File: src/sv/spcr_pkg.sv
// Shared constants and helpers for the sphere pair collision response core.
package spcr_pkg;

   localparam int E_WIDTH           = 9;
   localparam int E_ONE             = 256;
   localparam int RESTITUTION_RESET = 205;
   localparam int COMPONENT_WIDTH   = 16;
   localparam int MASS_WIDTH        = 16;
   localparam int QUEUE_DEPTH       = 4;

   // Register values above one are treated as one.
   function automatic logic [E_WIDTH-1:0] clamp_e(input logic [E_WIDTH-1:0] raw);
      logic [E_WIDTH-1:0] res;
      res = (raw > E_WIDTH'(E_ONE)) ? E_WIDTH'(E_ONE) : raw;
      return res;
   endfunction

endpackage

File: src/sv/spcr_queue.sv
// Short first-in first-out queue between the front and back parts.
module spcr_queue #(
   parameter int WIDTH = 8,
   parameter int DEPTH = spcr_pkg::QUEUE_DEPTH
) (
   input  logic             clock,
   input  logic             reset,
   input  logic             push,
   input  logic [WIDTH-1:0] din,
   input  logic             pop,
   output logic [WIDTH-1:0] dout,
   output logic             full,
   output logic             not_empty
);
   localparam int AW = (DEPTH > 1) ? $clog2(DEPTH) : 1;
   localparam int NW = $clog2(DEPTH + 1);

   logic [WIDTH-1:0] mem [0:DEPTH-1];
   logic [AW-1:0]    wr_ptr_ff, wr_ptr_in, rd_ptr_ff, rd_ptr_in;
   logic [NW-1:0]    count_ff, count_in;

   assign full      = count_ff == NW'(DEPTH);
   assign not_empty = count_ff != '0;
   assign dout      = mem[rd_ptr_ff];

   assign wr_ptr_in = (wr_ptr_ff == AW'(DEPTH - 1)) ? '0 : wr_ptr_ff + 1'b1;
   assign rd_ptr_in = (rd_ptr_ff == AW'(DEPTH - 1)) ? '0 : rd_ptr_ff + 1'b1;
   assign count_in  = count_ff + NW'(push) - NW'(pop);

   always_ff @(posedge clock) begin
      if (reset) begin
         wr_ptr_ff <= '0;
         rd_ptr_ff <= '0;
         count_ff  <= '0;
      end else begin
         if (push) wr_ptr_ff <= wr_ptr_in;
         if (pop)  rd_ptr_ff <= rd_ptr_in;
         count_ff <= count_in;
      end
   end

   always_ff @(posedge clock) begin
      if (push) mem[wr_ptr_ff] <= din;
   end

endmodule

File: config.mk
export PLATFORM = sky130hd
export DESIGN_NAME = spcr_queue
export DESIGN_NICKNAME = d
export VERILOG_FILES = /design/src/sv/spcr_pkg.sv /design/src/sv/spcr_queue.sv
export SDC_FILE = /design/constraint.sdc
export NUM_CORES = 1
export LEC_CHECK = 0
export BUFFER_PORTS_ARGS = -buffer_cell sky130_fd_sc_hd__buf_2
export CAP_MARGIN = 20
export CORE_ASPECT_RATIO = 1.1
export CORE_MARGIN = 2
export CORE_UTILIZATION = 59
export DETAILED_ROUTE_END_ITERATION = 10
export PLACE_DENSITY = 0.92
export SLEW_MARGIN = 10
export SYNTH_ARGS = -nofsm -noshare
export SYNTH_HDL_FRONTEND = slang
export SYNTH_SLANG_ARGS = --single-unit
File: constraint.sdc
create_clock -name clock -period 2.9 [get_ports clock]
set_input_delay 0.435 -clock clock [delete_from_list [all_inputs] [get_ports clock]]
set_output_delay 0.435 -clock clock [all_outputs]
set_load 0.01 [all_outputs]
==> flow_metrics.py <==
metrics = {
    "global_routing": {
        "overflow": 0,
        "grt_pass1_vias": 735,
        "grt_usage_pct": 17.45,
        "grt_max_degree": 13,
        "grt_pass1_wl_mm": 3.525,
        "antenna_found_initial": 0,
    },
    "outcome": {
        "status": "finished clean",
    },
    "sta": {
        "setup_tns_ns": 0,
        "setup_violations": 0,
        "fin_worst_skew_ns": 0.01215,
        "period_needed_ns": 2.171,
        "fmax_ghz": 0.4606,
        "hold_viol_final": 0,
        "fin_crit_sh_pct": 74.86,
        "rsz0062_at_grt": "no",
        "relSlewSlack_pct": 65.06,
        "slew_viol_final": 0,
        "tightest_slew_ns": 0.5234,
    },
    "cts": {
        "clk_pin_slew_worst_paths_ns": 0.10,
        "cts_hold_buf": 0,
        "clock_sinks": 41,
        "clockBufferDepth": 2,
        "cts_resized": 0,
        "clk_latency_ns": 0.34,
        "root_buffer": "clkbuf_4",
        "cts_tree": "built",
        "cts_buffers": 5,
        "cts_setup_buffers": 0,
        "htree_levels": 2,
    },
    "logic_synthesis": {
        "synth_top_family_by_area": "multiplexers",
        "synth_area_leaders": "edfxtp_1 (60%), dfxtp_1 (11%), mux4_2 (11%)",
        "synth-async-reset-ratio_pct": 0,
        "muxShareOfSynthArea_pct": 12.41,
        "syn_area_per_cell_sq_um": 18.97,
        "synthFlopType": "edfxtp_1",
        "ys_seq_elements": 41,
        "synth-compound-area-share_pct": 0.6206,
        "netlist_area_sq_um": 1613,
        "yosysWarningCount": 0,
        "synthXorXnorAreaFrac_pct": 1.474,
        "synth_fa_ha_area_share_pct": 6.672,
        "synth_top_cell_by_area": "edfxtp_1",
        "synthDistinctLibCells": 18,
        "synth_top_area_share_pct": 59.58,
        "synth_simple_gate_area_share_pct": 5.663,
        "syn_nets": 105,
        "yosysSeqAreaShare_pct": 70.75,
        "postSynthCellCount": 85,
        "synth_edf_count": 32,
    },
    "place": {
        "place_area_sq_um": 1740,
        "port_buffers": 21,
        "gp_congestion": 0.6851,
        "hpwl_mm": 1.668,
    },
    "final_layout": {
        "drive_above_1_share_pct": 31.25,
        "layout.nets": 131,
        "syn2layout_area_growth_pct": 11.02,
        "diodes": 0,
        "fin_area_sq_um": 1790,
        "fill_cells": 152,
    },
    "die": {
        "fp.dieW_um": 53.85,
        "coreArea_sq_um": 2544,
        "num_rows": 19,
        "io_pins": 22,
        "dieArea_sq_um": 3168,
        "initial_core_util_pct": 63.40,
        "die_h_um": 58.84,
    },
    "pwr": {
        "vdd_drop_max_mv": 0.5959,
        "p_sw_w": 0.0002516,
        "powerDensity_nw_per_um2": 613.2,
        "clkPwrFrac_pct": 22.3,
        "seq_power_share_pct": 63.2,
        "combPwrFrac_pct": 14.5,
        "total_leakage_power_nw": 0.6756,
        "switching_share_pct": 22.91,
        "p_int_w": 0.0008464,
    },
    "worst_setup_path": {
        "worst_setup_path_start_kind": "flop",
        "crit_required_ns": 2.47,
        "crit_type": "reg2out",
        "end_kind": "output pin",
        "crit_arrival_ns": 1.74,
        "cp_max_fo": 8,
    },
    "drt": {
        "firstDrtPassIters": 4,
        "drc": 0,
        "vias_per_cell": 5.559,
        "drt_iter0_drc": 17,
        "wl_per_cell_um": 15.72,
        "routed_wl_mm": 2.248,
        "antenna_left": 0,
        "route.vias.total": 795,
    },
    "job": {
        "maxCapViolCount": 0,
    },
    "hold_path": {
        "hold_path_class": "in2reg",
    },
}
==> power groups by stage <==
stage	Sequential (W)	Clock, W	Combinational, W
after floorplan	0.000695	0	0.000117
after global placement	0.000704	0	0.000151
after detailed placement	0.000708	0	0.000161
after CTS	0.000695	0.000255	0.000162
after global routing	0.000698	0.000277	0.000175
final	0.000694	0.000245	0.000159
==> flip-flops by register name, summed over array words and instances (netlist names), named ones only <==
register and count:
mem 32, count_ff 3, rd_ptr_ff 2, wr_ptr_ff 2
==> cell families after synthesis <==
logic type | after synthesis
xor gates and xnor gates | 1
muxes | 10
and+or+nand+nor | 15
AOI/OAI and AO/OA | 2
adders and majority gates | 8
buffers and inverters | 8
DFF | 41
==> cell usage in the layout (no fill, tap or decap) <==
cell type and count:
nand2b_1 2, mux4_2 8, and2_1 4, and3_1 1
fa_1 1, a21oi_1 2, mux2i_1 2, ha_1 7
or3_1 1, dfxtp_1 9, buf_2 21, nor2_1 3
inv_1 6, clkinv_1 2, clkbuf_4 5, or3b_1 2
edfxtp_1 32, xor3_1 1, nor2b_1 2, clkinv_2 1
==> worst paths after layout <==
| kind | start | end | slack, ns | cells after the start |
|---|---|---|---|---|
| max reg2reg | count_ff[0] | count_ff[2] | 1.17 | 7 |
| min | din[5] | mem[2][5] | 0.31 | 1 |
| min reg2reg | rd_ptr_ff[0] | flop | 0.52 | 2 |
| max | flop | dout[5] | 0.73 | 2 |
==> cell usage after synthesis (2+ instances only) <==
master	n
mux4_2	8
nor2_1	3
ha_1	7
dfxtp_1	9
inv_1	6
or3b_1	2
nand2b_1	2
and2_1	4
nor2b_1	2
a21oi_1	2
mux2i_1	2
edfxtp_1	32
==> metrics by stage <==
| step | setup WS [ns] | power, W | std cells | hold WS, ns | utilization, % |
|---|---|---|---|---|---|
| 2_1_floorplan | 1.151 | 0.0008119 | 85 | 0.4690 | - |
| 3_3_place_gp | 0.9985 | 0.0008555 | 135 | 0.4945 | 68.42 |
| 3_5_place_dp | 0.9757 | 0.0008691 | 135 | 0.4930 | 68.42 |
| 4_1_cts | 0.6836 | 0.001111 | 143 | 0.2934 | 70.39 |
| 5_1_grt | 0.6102 | 0.001150 | 143 | 0.2793 | 70.39 |
| 6_report | 0.7289 | 0.001098 | 143 | 0.3111 | 70.39 |
==> metal layers <==
metal	wire length [um]	GRT usage (%)	up-vias
met5	0	0	-
met4	62	9.890	0
met3	152	7.614	5
met2	1193	26.31	24
met1	841	20.73	396
li1	-	-	370
==> final cells by class <==
cell class	count	area, sq um	area share, %
clock inverters	3	12.51	0.6988
clock buffers	5	37.54	2.096
flip-flops and latches	41	1141	63.73
well taps	31	38.79	2.166
repair buffers	21	105.1	5.870
inverters	6	22.52	1.258
multi-input cells	36	432.9	24.18
==> critical path, stage by stage, from the launching register on <==
cell	delay, ns
dfxtp_1	0.66
mux4_2	0.59
buf_2	0.16
Note: power is estimated with default switching activity, not from simulation.
