[src/sv/spcr_pkg.sv]
// Shared constants and helpers for the sphere pair collision response core.
package spcr_pkg;

   localparam int E_WIDTH           = 9;
   localparam int E_ONE             = 256;
   localparam int RESTITUTION_RESET = 205;
   localparam int COMPONENT_WIDTH   = 16;
   localparam int MASS_WIDTH        = 16;
   localparam int QUEUE_DEPTH       = 4;

   // Register values above one are treated as one.
   function automatic logic [E_WIDTH-1:0] clamp_e(input logic [E_WIDTH-1:0] raw);
      logic [E_WIDTH-1:0] res;
      res = (raw > E_WIDTH'(E_ONE)) ? E_WIDTH'(E_ONE) : raw;
      return res;
   endfunction

endpackage

[src/sv/spcr_front.sv]
// Front part: accepts a sphere pair, runs the contact test and forms the coefficients.
module spcr_front #(
   parameter int C = spcr_pkg::COMPONENT_WIDTH,
   parameter int M = spcr_pkg::MASS_WIDTH,
   parameter int REQ_W = 256,
   parameter int EW = 64
) (
   input  logic                           clock,
   input  logic                           reset,
   input  logic                           in_valid,
   output logic                           in_ready,
   input  logic [REQ_W-1:0]               in_data,
   input  logic [spcr_pkg::E_WIDTH-1:0]   restitution,
   output logic                           push,
   input  logic                           queue_full,
   output logic [EW-1:0]                  entry
);
   localparam int CW = M + 10;
   localparam int DW = M + 9;
   localparam int VW = 3 * C;
   localparam int SW = 2 * C + 2;

   logic [VW-1:0] pos_a, pos_b, vel_a, vel_b;
   logic [M-1:0]  mass_a, mass_b;
   logic [C-1:0]  radius_a, radius_b;
   logic [spcr_pkg::E_WIDTH-1:0] e_sat;
   logic [M+8:0]  m2e, m1e, m2x, m1x;
   logic [9:0]    e_plus;
   logic          en;

   // Stage one registers.
   logic                 v1_ff;
   logic signed [C:0]    d_ff [0:2];
   logic [C:0]           rsum_ff;
   logic signed [CW-1:0] c1a_ff, c2a_ff, c1b_ff, c2b_ff;
   logic [DW-1:0]        den_ff;
   logic                 zero_ff;
   logic [VW-1:0]        va1_ff, vb1_ff;

   // Stage two registers.
   logic                 v2_ff;
   logic [SW-1:0]        dsq_ff [0:2];
   logic [SW-1:0]        rsq_ff;
   logic signed [CW-1:0] c1a2_ff, c2a2_ff, c1b2_ff, c2b2_ff;
   logic [DW-1:0]        den2_ff;
   logic                 zero2_ff;
   logic [VW-1:0]        va2_ff, vb2_ff;

   logic [SW+1:0] dist2;
   logic          hit;

   assign pos_a    = in_data[VW-1:0];
   assign pos_b    = in_data[2*VW-1:VW];
   assign vel_a    = in_data[3*VW-1:2*VW];
   assign vel_b    = in_data[4*VW-1:3*VW];
   assign mass_a   = in_data[4*VW+M-1:4*VW];
   assign mass_b   = in_data[4*VW+2*M-1:4*VW+M];
   assign radius_a = in_data[4*VW+2*M+C-1:4*VW+2*M];
   assign radius_b = in_data[4*VW+2*M+2*C-1:4*VW+2*M+C];

   assign e_sat  = spcr_pkg::clamp_e(restitution);
   assign e_plus = 10'(spcr_pkg::E_ONE) + 10'(e_sat);
   assign m2e    = mass_b * e_sat;
   assign m1e    = mass_a * e_sat;
   assign m2x    = (M+9)'(mass_b * e_plus);
   assign m1x    = (M+9)'(mass_a * e_plus);

   assign en       = !(v2_ff && queue_full);
   assign in_ready = en;

   always_ff @(posedge clock) begin
      if (reset) begin
         v1_ff <= 1'b0;
         v2_ff <= 1'b0;
      end else if (en) begin
         v1_ff <= in_valid;
         v2_ff <= v1_ff;
      end
   end

   always_ff @(posedge clock) begin
      if (en) begin
         for (int k = 0; k < 3; k++) begin
            d_ff[k] <= $signed({pos_a[k*C+C-1], pos_a[k*C +: C]})
                     - $signed({pos_b[k*C+C-1], pos_b[k*C +: C]});
            dsq_ff[k] <= SW'(d_ff[k] * d_ff[k]);
         end
         rsum_ff <= {1'b0, radius_a} + {1'b0, radius_b};
         c1a_ff  <= $signed({2'b00, mass_a, 8'd0}) - $signed({1'b0, m2e});
         c1b_ff  <= $signed({2'b00, mass_b, 8'd0}) - $signed({1'b0, m1e});
         c2a_ff  <= $signed({1'b0, m2x});
         c2b_ff  <= $signed({1'b0, m1x});
         den_ff  <= {({1'b0, mass_a} + {1'b0, mass_b}), 8'd0};
         zero_ff <= (mass_a == '0) && (mass_b == '0);
         va1_ff  <= vel_a;
         vb1_ff  <= vel_b;

         rsq_ff   <= SW'(rsum_ff * rsum_ff);
         c1a2_ff  <= c1a_ff;
         c2a2_ff  <= c2a_ff;
         c1b2_ff  <= c1b_ff;
         c2b2_ff  <= c2b_ff;
         den2_ff  <= den_ff;
         zero2_ff <= zero_ff;
         va2_ff   <= va1_ff;
         vb2_ff   <= vb1_ff;
      end
   end

   assign dist2 = (SW+2)'(dsq_ff[0]) + (SW+2)'(dsq_ff[1]) + (SW+2)'(dsq_ff[2]);
   assign hit   = dist2 <= (SW+2)'(rsq_ff);
   assign push  = v2_ff && !queue_full;
   assign entry = {hit, hit && !zero2_ff, den2_ff, c1a2_ff, c2a2_ff, c1b2_ff, c2b2_ff,
                   va2_ff, vb2_ff};

endmodule

[config.mk]
export PLATFORM = sky130hd
export DESIGN_NAME = spcr_front
export DESIGN_NICKNAME = d
export VERILOG_FILES = /design/src/sv/spcr_pkg.sv /design/src/sv/spcr_front.sv
export SDC_FILE = /design/constraint.sdc
export NUM_CORES = 1
export LEC_CHECK = 0
export BUFFER_PORTS_ARGS = -buffer_cell sky130_fd_sc_hd__clkbuf_2
export CORE_AREA = 2 2 131 133
export DETAILED_ROUTE_END_ITERATION = 8
export DIE_AREA = 0 0 133 135
export GPL_ROUTABILITY_DRIVEN = 0
export PLACE_DENSITY = 0.51
export SLEW_MARGIN = 10
export SYNTH_ARGS = -nofsm -noshare
export SYNTH_HDL_FRONTEND = slang
export SYNTH_SLANG_ARGS = --single-unit
export TNS_END_PERCENT = 100
[constraint.sdc]
create_clock -name clock -period 11.25 [get_ports clock]
set_input_delay 1.125 -clock clock [delete_from_list [all_inputs] [get_ports clock]]
set_output_delay 1.125 -clock clock [all_outputs]
set_load 0.05 [all_outputs]
==> impl_metrics.ini <==
[run_status]
status = finished clean

[power]
pwr_density_cell_nw_per_um2 = 219
max-vdd-ir-drop_mv = 0.0986
power.leakage_nw = 2.20

[clock_network]
cts_resized = 0
numCtsBuffers = 17
post_cts.repair.setup_buffers = 0
cts_tree = done
cts_root_buf = sky130_fd_sc_hd__clkbuf_16
worst_skew_pair.late_latency_ns = 0.40
clk_transition_reported_paths_ns = 0.05
cts_max_level = 4
cts_sink_count = 130
cts.hold.buffers_added = 0
bufs_on_longest_clock_path = 2

[synthesis]
synth_top_family_by_area = compound AO/OA/AOI/OAI gates
ys_seq_area_share_pct = 98.8
synth_compound_area_share_pct = 0.605
muxShareOfSynthArea_pct = 0
synthesis.nets = 407
yosys_register_bits = 130
synthesis.instances = 138
yosys.cell_types.count = 9
synthesis.area_per_instance_um2 = 28.5
yosysWarningCount = 0
post_synth_xor_area_fraction_pct = 0
synthAdderAreaFrac_pct = 0
mappedNetlistArea_um2 = 3930
synth-simple-area-share_pct = 0.573

[sta]
post-route-min-period_ns = 2.80
finalSetupTns_ns = 0
worst_hold_slack_ns = 0.412
finalSetupViolations = 0
slew_violations = 0
grt_setup_unrepaired = false
tightestPinTransition_ns = 1.07
finalHoldViolCount = 0
achievable-frequency_ghz = 0.357
final_cycle_utilization_of_the_critical_path_pct = 24.9
maxSlewHeadroom_pct = 28.6
final.setup_skew_ns = 0.00621

[floorplan]
chipWidth_um = 133
design.portCount = 335
floorplan.die.height_um = 135
row_count = 47
core_area_um2 = 16400
floorplan.die_area_um2 = 18000
start_util_pct = 24.0

[drt]
detailedRoute.firstPassIterationCount = 4
drtAntennaViolNets = 0
num_vias = 1849
drtIter0Drc = 101
avgViaCountPerCell = 3.54
drcViolationCount = 0
postRouteWirelength_mm = 7.15
drt-wirelength-per-cell_um = 13.7

[final_layout]
fin_util_pct = 33.0
antenna_cells = 0
layout.nets = 560
drive_above_1_share_pct = 52.5
layout-area-overhead-vs-synth_pct = 37.9

[critical_path]
worst_path_bufs_invs = 2
critPathTopFamily = buffers and inverters
crit_path_max_fanout = 6
setup.worst_path.end_class = output pin
critPathRequiredTime_ns = 10.13
max_stage_delay_ns = 0.28
cpMostUsedCell = sky130_fd_sc_hd__clkbuf_2
criticalPathCategory = primary input to output pin
crit_path_cell_trace = clkbuf_2 > nor2b_1 > clkbuf_2
critical_path.startpoint_type = primary input
arrival_time_at_the_worst_endpoint_ns = 1.68
slowest_stage = sky130_fd_sc_hd__clkbuf_2

[global_route]
globalRouteTotalUtil_pct = 8.34
global_route_wire_length_before_repair_mm = 10.9
grt_antenna_before_repair = 0
grt_max_degree = 84
grt-ovfl-total = 0
first_global_vias = 2002

[run]
cap_viol_max_count = 0

[worst_hold_path]
hp-class = flop to flop

[placement]
port-buffer-count = 133
synth_stat cells (all sizes together):
cell | instances | share of area [%]
a21bo | 1 | 0.25
a21oi | 2 | 0.35
dfxtp | 2 | 1.0
edfxtp | 128 | 98
nand2 | 2 | 0.19
nand3 | 1 | 0.13
nor2 | 1 | 0.095
nor2b | 1 | 0.16
sequential cells by signal, indices dropped and copies added (netlist names):
signal  flops
vb2_ff     48
vb1_ff     48
v2_ff       1
va1_ff     16
v1_ff       1
va2_ff     16
layer usage:
layer	vias up	track usage, %	part of all wire (%)
li1	869	-	-
met1	886	9.83	44
met2	88	12.0	46
met3	6	4.99	8.9
met4	0	4.12	1.3
met5	-	0	0
power breakdown:
| group | total, mW | internal [mW] | switching (mW) | leakage, nW |
|---|---|---|---|---|
| logic | 0.105 | 0.0205 | 0.0842 | 0.581 |
| registers | 0.581 | 0.572 | 0.00947 | 1.36 |
| clock network | 0.502 | 0.321 | 0.181 | 0.264 |
| total | 1.19 | 0.914 | 0.274 | 2.20 |
stage by stage:
stage / std cells / total power [mW] / worst slack [ns] / area (um2)
6_report: 523 / 1.19 / 8.45 / 5420
4_1_cts: 523 / 1.21 / 8.45 / 5420
3_5_place_dp: 492 / 0.698 / 8.08 / 4890
2_1_floorplan: 138 / 0.663 / 6.92 / 3930
3_3_place_gp: 492 / 0.695 / 8.18 / 4890
5_1_grt: 523 / 1.24 / 8.39 / 5420
final timing paths:
| path | cells past startpoint | to | slack (ns) | from |
|---|---|---|---|---|
| hold / removal | 0 | vb2_ff[21] | 0.41 | vb1_ff[21] |
| hold reg to reg | 0 | vb2_ff[21] | 0.41 | vb1_ff[21] |
| setup reg to reg | 2 | vb2_ff[5] | 9.02 | v2_ff |
| setup / recovery | 3 | push | 8.45 | queue_full |
final cells by class:
class | count | area (um2)
Fill cell | 1610 | 11000
Tap cell | 220 | 275
Clock buffer | 23 | 448
Clock inverter | 8 | 87.6
Sequential cell | 130 | 3880
Multi-Input combinational cell | 8 | 53.8
Timing Repair Buffer | 134 | 673
logic make-up after synthesis:
kind of cell / Yosys count
simple gates: 5
flops: 130
compound gates: 3
placed cells by master (no fill, tap or decap):
master,count
sky130_fd_sc_hd__a21bo_1,1
sky130_fd_sc_hd__a21oi_1,1
sky130_fd_sc_hd__a21oi_2,1
sky130_fd_sc_hd__buf_4,1
sky130_fd_sc_hd__bufinv_16,2
sky130_fd_sc_hd__clkbuf_1,6
sky130_fd_sc_hd__clkbuf_16,17
sky130_fd_sc_hd__clkbuf_2,133
sky130_fd_sc_hd__clkinv_1,2
sky130_fd_sc_hd__clkinv_2,4
sky130_fd_sc_hd__dfxtp_1,2
sky130_fd_sc_hd__edfxtp_1,128
sky130_fd_sc_hd__nand2_1,1
sky130_fd_sc_hd__nand2_4,1
sky130_fd_sc_hd__nand3_1,1
sky130_fd_sc_hd__nor2_1,1
sky130_fd_sc_hd__nor2b_1,1
(Power assumes the default switching activity.)
